File: config.mk
export PLATFORM = sky130hd
export DESIGN_NAME = lse_ram
export DESIGN_NICKNAME = d
export VERILOG_FILES = /design/src/rtl/lse_ram.sv
export SDC_FILE = /design/constraint.sdc
export NUM_CORES = 2
export LEC_CHECK = 0
export BUFFER_PORTS_ARGS = -buffer_cell sky130_fd_sc_hd__buf_2
export CAP_MARGIN = 0
export CORE_UTILIZATION = 45
export CTS_CLUSTER_SIZE = 30
export DETAILED_ROUTE_END_ITERATION = 10
export PLACE_DENSITY_LB_ADDON = 0.12
export SLEW_MARGIN = 10
export SYNTH_ARGS = -nofsm -noshare
export SYNTH_HDL_FRONTEND = slang
export SYNTH_SLANG_ARGS = --single-unit
export TNS_END_PERCENT = 100
File: constraint.sdc
create_clock -name clk -period 5.18 [get_ports clk]
set_clock_uncertainty 0.15 [all_clocks]
set_input_delay 1.036 -clock clk [delete_from_list [all_inputs] [get_ports clk]]
set_output_delay 1.036 -clock clk [all_outputs]
set_load 0.01 [all_outputs]
File: src/rtl/lse_ram.sv
// ----------------------------------------------------------------------------
// lse_ram
// Simple dual-port RAM, one write and one registered read per cycle.
// ----------------------------------------------------------------------------
module lse_ram #(
    parameter int W = 32,
    parameter int D = 64
) (
    input  logic                 clk,
    input  logic                 we,
    input  logic [$clog2(D)-1:0] waddr,
    input  logic [W-1:0]         wdata,
    input  logic [$clog2(D)-1:0] raddr,
    output logic [W-1:0]         rdata
);

    logic [W-1:0] mem [D];

    always_ff @(posedge clk)
    begin
        if (we)
        begin
            mem[waddr] <= wdata;
        end
        rdata <= mem[raddr];
    end

endmodule

; ---- Word level (Yosys, flattened, before mapping)
; Memories as Yosys holds them, arrays and structs flattened. A register that Yosys moved wholly into a read port is not among the register bits.
; Index checks and enable logic that the tools add are counted.
[word_totals]
ff_bits = 0
ramBits = 2048
wordCells = 3
in_bits = 46
output_inout_bits = 32
mem_count = 1
[mem_list]
columns = memory, depth, width, rd, rd_clocked_by_memory_dff, wr, line_no
row1 = mem, 64, 32, 1, 1, 1, 17  ; logic [W-1:0] mem [D];
[classes]
muxes = 2
[ops]
columns = cell, count
row1 = 1-bit two-way mux, 2

; ---- Logic depth before layout (Yosys ltp)
[logic_depth]
depth_word = 2
ltp_mapped = 10
ltp_nobuf = 5

; ---- Worst setup path before layout
; OpenSTA, ideal clock, no wires.
[synth_path]
kind = input port to flip-flop
startpoint = input waddr[3]
endpoint = memory mem[48][0], enable pin
setup_time_ps = 461
arrival_time_ps = 3735
path_buffers = 1
setup_slack_ps = 834
stages = 4
t_required_ps = 4569
path_cell_list = clkbuf_1 > nor2b_1 > nand4b_1 > nor3_1
[synth_rtl]
columns = element, line_no
row1 = from (decl), 11  ; input logic [$clog2(D)-1:0] waddr,
row2 = to (decl), 17
; No word-level cell before the write port.

==> qor.yml <==
outcome:
  outcome: "complete, no violations"
sta:
  hold_viol_final: 0
  relSlewSlack: 0.209
  report.final.slew_viol_count: 0
  period_share: 0.725
  tightest_slew_ns: 1.18
  grt_setup_unrepaired: "false"
  period_minus_slack_ns: 3.76
  final-setup-viol-count: 0
  timing.setup.tns_ns: 0
  max_freq_mhz: 266
run:
  max-cap-violations: 0
detailed_routing:
  drt_iter0_markers: 4645
  drt_wl_total_um: 216000
  wl_per_cell_um: 35.1
  vias: 37596
  firstDrtPassIters: 5
  viasPerCell: 6.12
  postRouteAntennaNets: 0
  drc: 0
setup_path:
  startpoint_type: "input pin"
  regToRegStartpoint: "mem[47][10]$_DFFE_PP_"
  reg2reg_to: "rdata[10]$_DFF_P_"
  endpoint_kind: "register"
  cpLargestDelayFamily: "buffers and inverters"
  critical_path_arrival_ns: 4.31
  path_max_fanout: 52
  critPathMostFrequentCell: "mux4_2"
  cp_cell_sequence: "buf_8, buf_12, buf_4, mux4_2, mux4_2, o22ai_1, nor2_1"
  slowest_delay_ns: 0.66
  worst_path_max_delay_cell: "o22ai_1"
  ff2ff_path_depth: 5
  critical_path_buf_inv_count: 3
  crit_required_ns: 5.73
  regToRegSetupSlack_ns: 2.67
  path_class: "input pin to register"
floorplanning:
  dieArea_mm2: 0.176
  die_w_um: 420
  io_pins: 78
  die_h_um: 420
  rows: 152
  core_mm2: 0.172
  start_util: 0.455
yosys:
  yosys.area.top_type: "edfxtp_1"
  yosys-top-cells-count: "edfxtp_1, mux4_2, nor2_1, mux2i_1, o22ai_1"
  ys_top_cells_by_area: "edfxtp_1, mux4_2, mux2i_1"
  ys_ff_latch: 2080
  synthXorXnorAreaFrac: 0
  syn-num-nets: 3370
  yosysTopAreaCellShare: 0.783
  synth_top_family_by_area: "multiplexers"
  synth_edf_count: 2048
  synth_simple_gate_area_frac: 0.0127
  synth.avg_cell_area_um2: 23.6
  synthArstFlopShare: 0
  yosysMostFrequentCell: "edfxtp_1"
  synth-adder-area-share: 0
  yosysUniqueCellTypes: 34
  syn-cell-area_mm2: 0.0785
  synth_compound_area_frac: 0.0167
  synthCells: 3324
  synth.area.mux_share: 0.168
  synth_flop_cell: "edfxtp_1"
  synth_warnings: 0
  yosysSeqAreaShare: 0.791
clock_network:
  cts_buffers: 207
  cts_root_buf: "clkbuf_16"
  htreeDepth: 4
  cts_tree: "done"
  path_clk_slew_ns: 0.06
  ctsResizeCount: 0
  clock-sinks: 2080
  clock_tree.buffer_depth: 3
  postCtsHoldBufs: 0
  post-cts-setup-buffer-count: 0
  insertion_delay_ns: 0.86
final_layout:
  utilization: 0.522
  syn_to_final_growth_pct: 14.6
  drive_above_1_share: 0.316
  nNetsFinal: 3689
hold_path:
  hold_path_end: "mem[10][8]$_DFFE_PP_"
  hold_start: "wdata[8]"
  hold_class: "input pin to register"
  worstHoldPathCells: 1
power:
  ir_drop_mv: 0.329
  total_leakage_power_nw: 28.1
  powerDensity_mw_per_mm2: 392
global_routing:
  grt_pass1_vias: 38315
  grt_max_degree: 65
  grt.overflow.total: 0
  grtUsageTotal: 0.249
  antenna_found_initial: 20
  grt_pass1_wl_um: 300000
place:
  dp_hpwl_um: 124000
  place.gp.congestion: 0.797
  portBuffers: 77
-- power by group --
group          internal (mW)  total (mW)  switching [mW]
Sequential              18.6        18.7          0.0888
Combinational          0.667        1.87            1.20
Clock                   8.30        14.7            6.38
-- layer usage --
layer	part of all wire	vias up	GRT usage
li1	-	14933	-
met1	0.41	20695	0.358
met2	0.49	1690	0.399
met3	0.078	274	0.0372
met4	0.025	4	0.0671
met5	0.00013	-	0
-- final cells by class --
type	instances	area, um^2
fill	13169	82500
timing repair buffer	292	2300
tap	2310	2890
multi-input combinational	1062	16000
clock inverter	117	1100
clock buffer	269	5560
antenna	12	30.0
sequential	2080	62100
-- worst max-delay path by stage --
stage / start / to / depth (start not counted)
floorplan: waddr[3] / mem[48][0]$_DFFE_PP_ / 4
global placement: raddr[0] / rdata[13]$_DFF_P_ / 7
detailed placement: raddr[0] / rdata[13]$_DFF_P_ / 7
CTS: raddr[0] / rdata[13]$_DFF_P_ / 7
global route: raddr[0] / rdata[13]$_DFF_P_ / 7
finish: raddr[0] / rdata[13]$_DFF_P_ / 7
-- flip-flops by register name, indices dropped and copies added, names as in the netlist --
signal and flops:
mem 2048, rdata 32
-- cells by family after synthesis --
| group | count (synthesis) |
|---|---|
| mux | 637 |
| buf+inv | 182 |
| flops | 2080 |
| simple gates | 223 |
| compound gates | 202 |
-- metrics by stage --
stage               power (mW)  hold slack (ns)  cells  instance area [um^2]  setup slack (ns)
floorplan                 19.9            0.513   3324                 78500             0.834
global placement          20.9            0.598   5744                 83300             0.511
detailed placement        21.0            0.583   5744                 83300             0.508
CTS                       35.5            0.445   6130                 90000              1.41
global route              36.2            0.466   6133                 90000              1.35
finish                    35.3            0.493   6142                 90000              1.42
-- cells in the final DEF, fill, tap and decap left out, types with 4 or more instances in the layout --
| cell | n |
|---|---|
| a21oi_1 | 62 |
| a22oi_1 | 12 |
| a311oi_1 | 8 |
| a41o_1 | 4 |
| and3_1 | 4 |
| buf_12 | 21 |
| buf_2 | 73 |
| buf_4 | 194 |
| bufinv_16 | 14 |
| clkbuf_1 | 48 |
| clkbuf_16 | 208 |
| clkbuf_8 | 13 |
| clkinv_1 | 36 |
| clkinv_2 | 48 |
| clkinv_8 | 4 |
| dfxtp_1 | 32 |
| diode_2 | 12 |
| edfxtp_1 | 2048 |
| inv_16 | 4 |
| mux2i_1 | 93 |
| mux4_2 | 544 |
| nand2_1 | 26 |
| nand2b_1 | 6 |
| nand3_1 | 5 |
| nand3b_1 | 5 |
| nor2_1 | 75 |
| nor2_4 | 62 |
| nor2b_1 | 14 |
| nor3_1 | 5 |
| o221ai_1 | 27 |
| o22ai_1 | 84 |
| o32ai_1 | 4 |
No activity file was read; power rests on OpenSTA's default activity.
