**src/rtl/lse_div.sv**
```systemverilog
// ----------------------------------------------------------------------------
// lse_div
// Restoring unsigned divider, one quotient bit per cycle.
// ----------------------------------------------------------------------------
module lse_div #(
    parameter int NW = 66,
    parameter int DW = 33
) (
    input  logic          clk,
    input  logic          rst_n,
    input  logic          start,
    input  logic [NW-1:0] num,
    input  logic [DW-1:0] den,
    output logic          done,
    output logic [NW-1:0] quot
);

    localparam int CW = $clog2(NW + 1);

    logic [CW-1:0] cnt_reg;
    logic          busy_reg;
    logic          done_reg;
    logic [DW-1:0] rem_reg;
    logic [NW-1:0] sh_reg;
    logic [DW-1:0] den_reg;
    logic [DW:0]   trial;
    logic          qbit;

    assign trial = {rem_reg, sh_reg[NW-1]};
    assign qbit  = (trial >= {1'b0, den_reg});

    always_ff @(posedge clk or negedge rst_n)
    begin
        if (!rst_n)
        begin
            cnt_reg  <= '0;
            busy_reg <= 1'b0;
            done_reg <= 1'b0;
        end
        else
        begin
            done_reg <= 1'b0;
            if (start)
            begin
                cnt_reg  <= CW'(NW);
                busy_reg <= 1'b1;
            end
            else if (busy_reg)
            begin
                cnt_reg <= cnt_reg - 1'b1;
                if (cnt_reg == CW'(1))
                begin
                    busy_reg <= 1'b0;
                    done_reg <= 1'b1;
                end
            end
        end
    end

    always_ff @(posedge clk)
    begin
        if (start)
        begin
            sh_reg  <= num;
            rem_reg <= '0;
            den_reg <= den;
        end
        else if (busy_reg)
        begin
            sh_reg  <= {sh_reg[NW-2:0], qbit};
            rem_reg <= qbit ? DW'(trial - {1'b0, den_reg}) : trial[DW-1:0];
        end
    end

    assign done = done_reg;
    assign quot = sh_reg;

endmodule
```
**config.mk**
```make
export PLATFORM = sky130hd
export DESIGN_NAME = lse_div
export DESIGN_NICKNAME = d
export VERILOG_FILES = /design/src/rtl/lse_div.sv
export SDC_FILE = /design/constraint.sdc
export NUM_CORES = 1
export LEC_CHECK = 0
export BUFFER_PORTS_ARGS = -buffer_cell sky130_fd_sc_hd__buf_2
export CAP_MARGIN = 10
export CORE_MARGIN = 4
export CORE_UTILIZATION = 49
export DETAILED_ROUTE_END_ITERATION = 6
export GPL_TIMING_DRIVEN = 0
export HOLD_SLACK_MARGIN = 0.02
export MAX_ROUTING_LAYER = met4
export PLACE_DENSITY = 0.79
export SKIP_CTS_REPAIR_TIMING = 1
export SYNTH_ARGS = -nofsm -noshare
export SYNTH_HDL_FRONTEND = slang
export SYNTH_SLANG_ARGS = --single-unit
```
**constraint.sdc**
```tcl
create_clock -name clk -period 3 [get_ports clk]
set_clock_uncertainty 0.1 [all_clocks]
set_input_delay 0.15 -clock clk [delete_from_list [all_inputs] [get_ports clk]]
set_output_delay 0.15 -clock clk [all_outputs]
set_load 0.01 [all_outputs]
```
Word-level counts from Yosys, hierarchy flattened
Index checks and enable logic that the tools add are counted.
{"block": "classes", "addsub": 2, "n_lt_le_gt_ge": 1, "eq_ne": 1, "mux": 11, "n_reduce_logical": 1}
{"operator": "$mux 66", "n": 2}
{"operator": "$ge 34x33->1", "n": 1}
{"operator": "$mux 33", "n": 1}
{"operator": "$sub 33x33->33", "n": 1}
{"operator": "$mux 7", "n": 2}
{"operator": "$eq 7x1->1 const B", "n": 1}
{"operator": "$sub 7x1->7 const B", "n": 1}
{"operator": "$mux 1", "n": 6}
{"operator": "$reduce_bool 2->1", "n": 1}
{"block": "totals", "regBits": 141, "in_bits": 102, "output_inout_bits": 67}

Longest topological paths before layout
{"block": "depth", "ltp_word": 4, "mapped_depth": 14, "ltp_nobuf": 13}

Worst setup path after synthesis
Ideal clock, no wire load.
{"block": "synth_path", "path_kind": "reg-to-reg", "from": "register sh_reg[65] (netlist: quot[65])", "to": "register sh_reg[0] (netlist: quot[0]), data pin", "setup_time_ns": 0.260, "arrival_time_ns": 3.016, "required_ns": 2.640, "path_slack_ns": -0.376, "path_stages_with_launch": 13, "path_buffers": 1, "synth_period_minus_slack_ns": 3.376, "path_cell_list": "edfxtp_1 inv_1 ha_1 inv_1 fa_1 a21o_1 a221o_1 a21bo_2 a221o_2 a21oi_2 a21oi_2 buf_2 mux2_2"}
{"block": "synth_via", "elab_chain_len": 3}
{"element": "start: declaration", "line": "24", "text": "logic [NW-1:0] sh_reg;"}
{"element": "start signal: assignment", "line": "64", "text": "sh_reg <= num;"}
{"element": "start signal: assignment", "line": "70", "text": "sh_reg <= {sh_reg[NW-2:0], qbit};"}
{"element": "$ge 34x33->1", "line": "30", "text": "assign qbit = (trial >= {1'b0, den_reg});"}
{"element": "$mux 66", "line": "68", "text": "else if (busy_reg)"}
{"element": "$mux 66", "line": "62", "text": "if (start)"}
No other way between the ends. The select of a mux whose other input is x is not followed.
A chain may end at the register's enable or synchronous reset.

Worst setup path in the final report
Same ends and word-level chain as after synthesis.

==> results.cfg <==
[routing]
detail_route.wirelength_microns = 20650
number_of_drc_markers_in_iteration_0 = 519
drtAntennaViolNets = 0
vias = 6356
initial_drt_pass_iterations = 5
avgRoutedWirePerCell_microns = 17.91
drc = 0
post_drt_via_cell_ratio = 5.513

[critical_path]
end_kind = register
crit_arrival_ps = 3590
timing_worst_setup_path_type = register to register
start_kind = register
required_ps = 3080
cp_max_fo = 10

[floorplanning]
design.core.area_sq_mm = 0.01515
die_y_microns = 132.0
die-area_sq_mm = 0.01742
initial_utilization_pct = 49.72
die_width_microns = 132.0
rows = 45
top_level_ports = 169

[min_path]
timing.hold.worst.class = input port to asynchronous set/reset pin

[cells_and_area]
flip_flop_count_of_the_largest_register_after_layout = 66
final_core_util_pct = 68.09
layout_common_cells = sky130_fd_sc_hd__buf_2 (169), sky130_fd_sc_hd__dlygate4sd3_1 (100), sky130_fd_sc_hd__edfxtp_1 (99), sky130_fd_sc_hd__mux2_2 (66), sky130_fd_sc_hd__nor2_1 (51)
mostFrequentLayoutCell = sky130_fd_sc_hd__buf_2
layout-drive-gt1-share_pct = 31.22
multiInputGateArea_sq_mm = 0.003457
register_area_sq_mm = 0.003859
area.growth.synth_to_final_pct = 36.93
final_net_count = 1090
num-fill-cells = 1082

[timing]
fin_ws_ps = -507.4
hold_slack_ps = 21.50
achievable_clock_frequency_mhz = 285.1
slew_headroom_pct = 38.12
fin_setup_tns_ps = -14660
period_minus_slack_ps = 3507
timing.final.setup_violations = 34
report.final.hold_viol_count = 0
timing.final.crit_share_pct = 116.9
report.final.slew_viol_count = 0
worst_pin_slew_ps = 928.2
grt_setup_unrepaired = yes

[cts]
numCtsBuffers = 17
clk_pin_slew_ps = 60
cts_tree = yes
clk_root_buffer_cell = sky130_fd_sc_hd__clkbuf_16
clock_latency_on_the_worst_skew_pair_ps = 430
tritoncts_num_sinks = 141
htree_levels = 4
clock_path_buffers = 2

[logic_synthesis]
syn_inst = 659
ys_types = 57
synth-warning-count = 0
synth.top_cells.by_area = sky130_fd_sc_hd__edfxtp_1 (39%), sky130_fd_sc_hd__mux2_2 (9.9%), sky130_fd_sc_hd__dfxtp_1 (8.8%), sky130_fd_sc_hd__ha_1 (5.8%), sky130_fd_sc_hd__a211oi_1 (3.0%)
synth_ff_type = sky130_fd_sc_hd__edfxtp_1
synth_enable_flop_cells = 99
synth-seq-area-share_pct = 51.24
avgSynthCellArea_sq_um = 11.43
synth_fa_ha_area_share_pct = 6.081
post_synth_instance_area_sq_mm = 0.007531
synth_compound_gate_area_share_pct = 14.59
dominant_combinational_cell_family_by_area_after_synthesis = compound AO/OA/AOI/OAI gates
xor_xnor_cell_area_share_of_the_yosys_netlist_pct = 3.838
post-synth-top-area-cell = sky130_fd_sc_hd__edfxtp_1
synthDominantCellAreaShare_pct = 39.47
synth-async-reset-ratio_pct = 6.383
synth_mux_area_share_pct = 11.93
post_synth_and_or_nand_nor_area_fraction_pct = 8.307
synth_fp_nets = 797
synth.ff_latch_count = 141

[grt]
gr-total-overflow = 0
grt_start_max_net_pins = 68
antenna_violations_before_repair = 1
grt_pass1_wl_microns = 30330
grt_util_all_layers_pct = 22.44
vias_in_the_first_global_route = 6116

[status]
result_of_the_run = complete, but fails checks
failing_checks = negative setup slack

[power_and_ir_drop]
power.density_cell_area_mw_per_mm2 = 505.7
leakage_nw = 4.400
vdd_ir_drop_max_mv = 0.4404

[placement]
post_place_setup_slack_ps = -507.3
place.detailed.hpwl_microns = 13480
gp_routability_congestion = 0.9119
port_buffers = 168

[flow_run]
max-cap-violations = 0
[power breakdown]
group          total (W)  switching (W)  internal (W)
Clock            0.00198       0.000849       0.00113
Sequential       0.00237       0.000102       0.00227
Combinational   0.000860       0.000424      0.000436
Total            0.00522        0.00138       0.00384
[metrics by stage]
stage / std cells / cell area, sq um / total power (W)
3_5_place_dp: 1015 / 8630 / 0.003128
5_1_grt: 1153 / 10310 / 0.005435
4_1_cts: 1046 / 9176 / 0.005097
3_3_place_gp: 1015 / 8627 / 0.003103
6_report: 1153 / 10310 / 0.005215
2_1_floorplan: 659 / 7551 / 0.002835
[final timing paths]
| check | endpoint | slack [ps] | cells after the start | from |
|---|---|---|---|---|
| hold / removal | cnt_reg[3] | 20 | 2 | rst_n |
| setup / recovery | quot[0] | -510 | 12 | quot[65] |
| hold reg to reg | rem_reg[7] | 400 | 2 | rem_reg[7] |
| setup reg to reg | quot[0] | -510 | 12 | quot[65] |
| max in group asynchronous | done | 2600 | 2 | rst_n |
| min in group clk | den_reg[2] | 280 | 1 | start |
[kinds of logic (layout without fill, tap and decap cells)]
kind of cell | after synthesis | after routing
compound gates | 159 | 159
other cells | 0 | 1
xor+xnor | 33 | 33
buf+inv | 75 | 380
mux | 81 | 81
flops | 141 | 141
fa+ha+maj | 36 | 36
simple gates | 134 | 134
[cells in the mapped netlist (3+ instances only)]
cell / count
sky130_fd_sc_hd__a21oi_1: 27
sky130_fd_sc_hd__edfxtp_1: 99
sky130_fd_sc_hd__mux2_2: 66
sky130_fd_sc_hd__o211ai_1: 5
sky130_fd_sc_hd__nand4_1: 7
sky130_fd_sc_hd__o21ai_0: 25
sky130_fd_sc_hd__a211oi_1: 30
sky130_fd_sc_hd__dfxtp_1: 33
sky130_fd_sc_hd__nor3_1: 10
sky130_fd_sc_hd__nor4_1: 3
sky130_fd_sc_hd__a21oi_2: 3
sky130_fd_sc_hd__dfrtp_1: 9
sky130_fd_sc_hd__nand2_1: 28
sky130_fd_sc_hd__nand3_1: 8
sky130_fd_sc_hd__a21o_1: 23
sky130_fd_sc_hd__xor2_1: 13
sky130_fd_sc_hd__nand2b_1: 10
sky130_fd_sc_hd__mux2i_1: 14
sky130_fd_sc_hd__inv_1: 44
sky130_fd_sc_hd__a41oi_1: 3
sky130_fd_sc_hd__clkbuf_1: 24
sky130_fd_sc_hd__and3_1: 5
sky130_fd_sc_hd__o21a_1: 8
sky130_fd_sc_hd__nor2_1: 51
sky130_fd_sc_hd__xnor2_1: 20
sky130_fd_sc_hd__ha_1: 35
sky130_fd_sc_hd__o21ai_1: 10
[worst max-delay path: stages, from the launching register on]
cell and delay (ps):
sky130_fd_sc_hd__edfxtp_1 400, sky130_fd_sc_hd__inv_2 120, sky130_fd_sc_hd__ha_4 140, sky130_fd_sc_hd__inv_2 40, sky130_fd_sc_hd__fa_2 370, sky130_fd_sc_hd__a21o_1 200
sky130_fd_sc_hd__a221o_1 390, sky130_fd_sc_hd__a21bo_4 250, sky130_fd_sc_hd__a221o_2 470, sky130_fd_sc_hd__a21oi_2 190, sky130_fd_sc_hd__a21oi_4 150, sky130_fd_sc_hd__buf_6 180
sky130_fd_sc_hd__mux2_2 260
[layout make-up]
type / count / area share, %
flip-flops and latches: 141 / 37.42
multi-input cells: 443 / 33.52
repair buffers: 274 / 18.27
clock buffers: 17 / 4.125
well taps: 188 / 2.281
inverters: 44 / 1.602
plain buffers: 31 / 1.577
clock inverters: 14 / 1.177
diodes: 1 / 0.02427
[routing by layer]
layer  vias up  wire [microns]  GRT usage (%)
met5         -               0              -
met4         0             395          7.585
met3        35            1221          5.878
met2       237           10310          36.17
met1      3050            8727          27.57
li1       3034               -              -
Note: power is estimated with default switching activity, not from simulation.
